<file path="src/hdl/ajrs_pkg.sv">
package ajrs_pkg;

  // Word formats
  localparam int ANGLE_BITS     = 16;
  localparam int RATE_FRAC_BITS = 16;
  localparam int ANG_W          = 16;
  localparam int LEN_W          = 16;
  localparam int VEL_W          = 16;
  localparam int RATE_W         = 32;
  localparam int CFG_IDX_W      = 2;

  // Register indexes
  localparam logic [CFG_IDX_W-1:0] REG_UPPER = 2'd0;
  localparam logic [CFG_IDX_W-1:0] REG_FORE  = 2'd1;
  localparam logic [CFG_IDX_W-1:0] REG_TOOL  = 2'd2;
  localparam logic [CFG_IDX_W-1:0] REG_BASE  = 2'd3;

  // Register reset values
  localparam logic [LEN_W-1:0] UPPER_RST = 16'd2074;
  localparam logic [LEN_W-1:0] FORE_RST  = 16'd2074;
  localparam logic [LEN_W-1:0] TOOL_RST  = 16'd1613;
  localparam logic [LEN_W-1:0] BASE_RST  = 16'd461;

  // CORDIC
  localparam int ATAN_COUNT   = 24;
  localparam int CORDIC_ITERS = (ANGLE_BITS < ATAN_COUNT) ? ANGLE_BITS : ATAN_COUNT;
  localparam int CX_W         = 33;
  localparam int CZ_W         = 34;
  localparam int TRIG_W       = CX_W - 14;
  localparam int CORDIC_LAT   = CORDIC_ITERS + 2;
  localparam logic [31:0] ANG_MASK = 32'hFFFF_FFFF << (32 - ANGLE_BITS);
  localparam logic signed [CX_W-1:0] CORDIC_K = 33'sd652032874;

  // Jacobian and solve widths
  localparam int LT_W   = LEN_W + 1 + TRIG_W;
  localparam int TT_W   = 2 * TRIG_W;
  localparam int LTT_W  = LEN_W + 1 + TT_W;
  localparam int R_W    = 20;
  localparam int A_W    = 20;
  localparam int TR_W   = TRIG_W + R_W;
  localparam int COF_W  = 2 * A_W + 1;
  localparam int DP_W   = A_W + COF_W;
  localparam int DET_W  = DP_W + 2;
  localparam int NP_W   = COF_W + VEL_W;
  localparam int NUM_W  = NP_W + 2;

  // Divider
  localparam int QUO_W   = RATE_W;
  localparam int NSH_W   = NUM_W + RATE_FRAC_BITS;
  localparam int HI_W    = NSH_W - QUO_W;
  localparam int CMP_W   = (HI_W > DET_W) ? HI_W : DET_W;
  localparam int DIV_LAT = QUO_W + 3;

  // Whole pipe
  localparam int VD_LEN   = CORDIC_LAT + 4;
  localparam int PIPE_LEN = CORDIC_LAT + 6 + DIV_LAT;

  // Arctangent of 2^-i in units of 2^-32 turn
  function automatic logic [31:0] atan_turn(input int i);
    logic [31:0] v;
    unique case (i)
      0:  v = 32'd536870912;
      1:  v = 32'd316933406;
      2:  v = 32'd167458907;
      3:  v = 32'd85004756;
      4:  v = 32'd42667331;
      5:  v = 32'd21354465;
      6:  v = 32'd10679838;
      7:  v = 32'd5340245;
      8:  v = 32'd2670163;
      9:  v = 32'd1335087;
      10: v = 32'd667544;
      11: v = 32'd333772;
      12: v = 32'd166886;
      13: v = 32'd83443;
      14: v = 32'd41722;
      15: v = 32'd20861;
      16: v = 32'd10430;
      17: v = 32'd5215;
      18: v = 32'd2608;
      19: v = 32'd1304;
      20: v = 32'd652;
      21: v = 32'd326;
      22: v = 32'd163;
      23: v = 32'd81;
      default: v = 32'd0;
    endcase
    return v;
  endfunction

endpackage

</file>
<file path="src/hdl/ajrs_cordic.sv">
module ajrs_cordic import ajrs_pkg::*; (
  input  logic                     clk,
  input  logic                     en,
  input  logic [ANG_W-1:0]         ang,
  output logic signed [TRIG_W-1:0] sin_val,
  output logic signed [TRIG_W-1:0] cos_val
);

  logic signed [CX_W-1:0] x [0:CORDIC_ITERS];
  logic signed [CX_W-1:0] y [0:CORDIC_ITERS];
  logic signed [CZ_W-1:0] z [0:CORDIC_ITERS];
  logic [CORDIC_ITERS:0]  flip;

  logic [31:0]            p_raw;
  logic [31:0]            p_rot;
  logic                   p_flip;
  logic signed [CX_W-1:0] xr;
  logic signed [CX_W-1:0] yr;
  logic signed [TRIG_W-1:0] xq;
  logic signed [TRIG_W-1:0] yq;

  // Fold the angle into the right half plane
  always_comb begin
    p_raw  = {ang, 16'h0000} & ANG_MASK;
    p_flip = p_raw[31] ^ p_raw[30];
    p_rot  = p_flip ? (p_raw ^ 32'h8000_0000) : p_raw;
  end

  always_ff @(posedge clk) begin
    if (en) begin
      x[0]    <= CORDIC_K;
      y[0]    <= '0;
      z[0]    <= {{(CZ_W-32){p_rot[31]}}, p_rot};
      flip[0] <= p_flip;
    end
  end

  // One rotation per stage
  for (genvar i = 0; i < CORDIC_ITERS; i++) begin : g_iter
    logic signed [CZ_W-1:0] at;
    assign at = $signed({{(CZ_W-32){1'b0}}, atan_turn(i)});
    always_ff @(posedge clk) begin
      if (en) begin
        if (!z[i][CZ_W-1]) begin
          x[i+1] <= x[i] - (y[i] >>> i);
          y[i+1] <= y[i] + (x[i] >>> i);
          z[i+1] <= z[i] - at;
        end else begin
          x[i+1] <= x[i] + (y[i] >>> i);
          y[i+1] <= y[i] - (x[i] >>> i);
          z[i+1] <= z[i] + at;
        end
        flip[i+1] <= flip[i];
      end
    end
  end

  // Round to Q1.15 and undo the fold
  always_comb begin
    xr = x[CORDIC_ITERS] + CX_W'(16384);
    yr = y[CORDIC_ITERS] + CX_W'(16384);
    xq = {xr[CX_W-1], xr[CX_W-1:15]};
    yq = {yr[CX_W-1], yr[CX_W-1:15]};
  end

  always_ff @(posedge clk) begin
    if (en) begin
      cos_val <= flip[CORDIC_ITERS] ? -xq : xq;
      sin_val <= flip[CORDIC_ITERS] ? -yq : yq;
    end
  end

endmodule

</file>
<file path="config.mk">
export PLATFORM = sky130hd
export DESIGN_NAME = ajrs_cordic
export DESIGN_NICKNAME = d
export VERILOG_FILES = /design/src/hdl/ajrs_pkg.sv /design/src/hdl/ajrs_cordic.sv
export SDC_FILE = /design/constraint.sdc
export NUM_CORES = 2
export LEC_CHECK = 0
export ABC_CLOCK_PERIOD_IN_PS = 5200
export BUFFER_PORTS_ARGS = -buffer_cell sky130_fd_sc_hd__buf_2
export CAP_MARGIN = 20
export CORE_ASPECT_RATIO = 2
export CORE_UTILIZATION = 60
export DETAILED_ROUTE_END_ITERATION = 10
export GPL_ROUTABILITY_DRIVEN = 0
export PLACE_DENSITY_LB_ADDON = 0.25
export SLEW_MARGIN = 20
export SYNTH_ARGS = -nofsm -noshare
export SYNTH_HDL_FRONTEND = slang
export SYNTH_SLANG_ARGS = --single-unit
</file>
<file path="constraint.sdc">
create_clock -name clk -period 5.2 [get_ports clk]
set_clock_uncertainty 0.05 [all_clocks]
set_input_delay 0.78 -clock clk [delete_from_list [all_inputs] [get_ports clk]]
set_output_delay 0.78 -clock clk [all_outputs]
set_load 0.01 [all_outputs]
</file>
==> results.txt <==
Status = finished, violations left
Failing checks = setup timing
CTS hold repair buffers = 0
Commonest cells post-synth = edfxtp_1 (1443), ha_1 (1365), a21oi_1 (1272)
Number of distinct library cells after synthesis = 97
CTS tree = yes
Share of post-route cells with drive strength above 1 = 0.0795
Fill cells = 15390
Final min period = 5.20 ns
WHS = 0.0910 ns
Ys flop type = edfxtp_1
Crit Path Class = register to register
Area added between synthesis and finish = 10.1%
Reg-to-Reg Start = y[11][11]
Critical Path Slowest Stage Cell = xnor2_1
CTS Buf Count = 148
Synth Area in Adders = 0.148
R2R Setup Slk = -0.005 ns
Syn Std Cell Area = 121000 µm²
Row count = 232
Per-cell routed wire length = 23.0 µm
Vias in the first global route = 106764
Top Metal Used = met5
CP max FO = 5
Post-synth EDFFs = 1443
Worst stage delay on the critical path = 0.77 ns
CP top delay family = compound AO/OA/AOI/OAI gates
Final WL = 363 mm
Initial core utilization = 0.606
Hold/Removal Path Class = primary input to register
Post-layout util = 0.667
Final ANT Viol Nets = 0
CP Capture Type = register
Mean area per synthesized cell = 9.64 µm²
Compound-Gate Fraction of Synth Area = 0.197
Die ar. = 204000 µm²
Post-route DRC = 0
Worst path required time = 5.67 ns
Largest cells by area after synthesis = edfxtp_1 (36%), ha_1 (14%), xnor2_1 (8.6%)
Vias/cell = 6.51
Critical Path AT = 5.67 ns
Wl on met1 = 104 mm
R2R Path End = x[12][25]
Clk sinks = 1443
Final worst slack = -0.00472 ns
Crit-path cells = nor4_1 -> nand2_1 -> o31ai_1 -> xnor2_1 -> ha_1 -> inv_1 -> nor3_1 -> o21ai_0 -> o211ai_1 -> a41o_1 -> o41a_1 -> buf_4 -> a311oi_1 -> xnor2_1
Slew Limit Fails = 0
FF-to-FF path depth = 14
PortBufs = 55
Worst Setup EP = x[12][25]
Syn Nets = 13986
Root buffer cell = clkbuf_16
Final period utilization = 1.00
Post-Syn Instances = 12561
Fmax achieved = 192 MHz
Largest net degree at the start of global routing = 196
Synth Area in XOR/XNOR = 0.131
Initial antenna violation count = 12
Iteration-0 DRC Markers = 6522
HPWL after DPL = 283 mm
H-Tree Depth = 4
CTS clk-pin slew, worst paths = 0.06 ns
Yosys warns = 0
Crit. Startpoint = y[11][11]
GRT Overall Usage = 0.355
Max Buffers Root-to-Sink = 4
Slew Limit Headroom = 0.278
Vias = 103014
Final layout net count = 14552
Post-Synth Simple-Gate Area = 0.133
Met2 wire length = 195 mm
Startpoint types = register
Die X = 320 µm
Core Area = 200000 µm²
Worst Tran Pin Value = 1.07 ns
Worst-Skew Late Latency = 0.86 ns
Max-cap violations = 0
Cell with the most instances after synthesis = edfxtp_1
Count of final setup violators = 1
CP bufs+invs = 2
Top cell by count, worst path = xnor2_1
TNS Setup = -0.00472 ns
DR pass1 iterations = 9
Seq/Total Area, Yosys = 0.358
GRT overflow = 0
Main combinational cell family by area after synthesis = compound AO/OA/AOI/OAI gates
Post-synthesis mux area share = 0.0111
Synth area leader = edfxtp_1
Num ports = 56
WL met3 = 16.5 mm
Stages on the worst setup path = 14
Final Hold Fails = 0
Top cell type's share of synthesized area = 0.358
Place WS = -0.0786 ns
Die Y = 637 µm
Post-synthesis register bit count = 1443
First-pass GRT wire length = 568 mm
Synth async-reset ratio = 0
[worst min path at each step]
stage	start	endpoint	slack, ns	cells past startpoint
after floorplan	flip[9]	flip[10]	0.35	0
after global placement	z[0][18]	z[1][18]	0.35	0
after detailed placement	z[10][1]	z[11][1]	0.35	0
after CTS	ang[1]	z[0][17]	0.05	1
after global routing	ang[1]	z[0][17]	0.08	1
final	ang[9]	z[0][25]	0.09	1
[area by class of cell]
class	instances	area [µm²]	area share
diodes	9	22.5	0.000169
clock buffers	173	3860	0.0290
clock inverters	83	921	0.00691
inverters	502	1880	0.0141
multi-input cells	10417	75300	0.565
flip-flops and latches	1443	43300	0.325
well taps	2574	3220	0.0242
repair buffers	615	4770	0.0358
[routing by layer]
layer | track usage | vias up
met2 | 0.685 | 3978
met5 | 0.00167 | -
met4 | 0.387 | 6
met1 | 0.276 | 48818
met3 | 0.0628 | 2269
li1 | - | 47943
[registers in the layout, summed over array words and instances (netlist names)]
register  flops
cos_val      19
x           456
flip         17
sin_val      19
z           450
y           482
[through the flow]
step                area (µm²)  std cells
global placement        128000      15548
floorplan               121000      12561
finish                  133000      15816
CTS                     133000      15804
detailed placement      128000      15548
global route            133000      15810
[logic make-up after synthesis]
logic type               Yosys count
AO/OA/AOI/OAI                   3763
AND/OR/NAND/NOR                 3310
XOR/XNOR                        1810
flip-flops                      1443
adder cells (fa/ha/maj)         1407
buffers and inverters            701
multiplexers                     127
[placed cells by master (no fill, tap or decap), types with 114 or more instances in the layout]
cell type  synthesis  routed
clkbuf_16          0     151
nor2_1           954     954
nor2b_1          193     193
o21ai_0          652     648
a31oi_1          115     114
o31ai_1          157     157
xor2_1           611     608
nand2b_1         186     186
a21oi_1         1272    1268
inv_1            498     494
ha_1            1365    1365
nor3_1           329     324
nand2_1          722     715
buf_4              1     537
edfxtp_1        1443    1443
nand3_1          245     245
a21o_1           588     588
xnor2_1         1196    1194
o21a_1           172     172
and3_1           121     121
o21bai_1         173     173
[worst reg2reg max path, cell delays in order (launching register included)]
cell and delay [ns]:
edfxtp_1 0.56, nor4_1 0.62, nand2_1 0.22, o31ai_1 0.29, xnor2_1 0.13, ha_1 0.48, inv_1 0.09, nor3_1 0.28
o21ai_0 0.13, o211ai_1 0.34, a41o_1 0.35, o41a_1 0.27, buf_4 0.18, a311oi_1 0.11, xnor2_1 0.77
[what timing repair did]
item	in CTS	in global routing
resized for setup	1	37
endpoints found under the setup margin	1	62
cloned	0	0
setup buffers	0	1
pin swaps	0	3
Power is left out: the tool's default activity adds up to more than one toggle a clock period on the data nets, which glitch-free logic cannot reach.
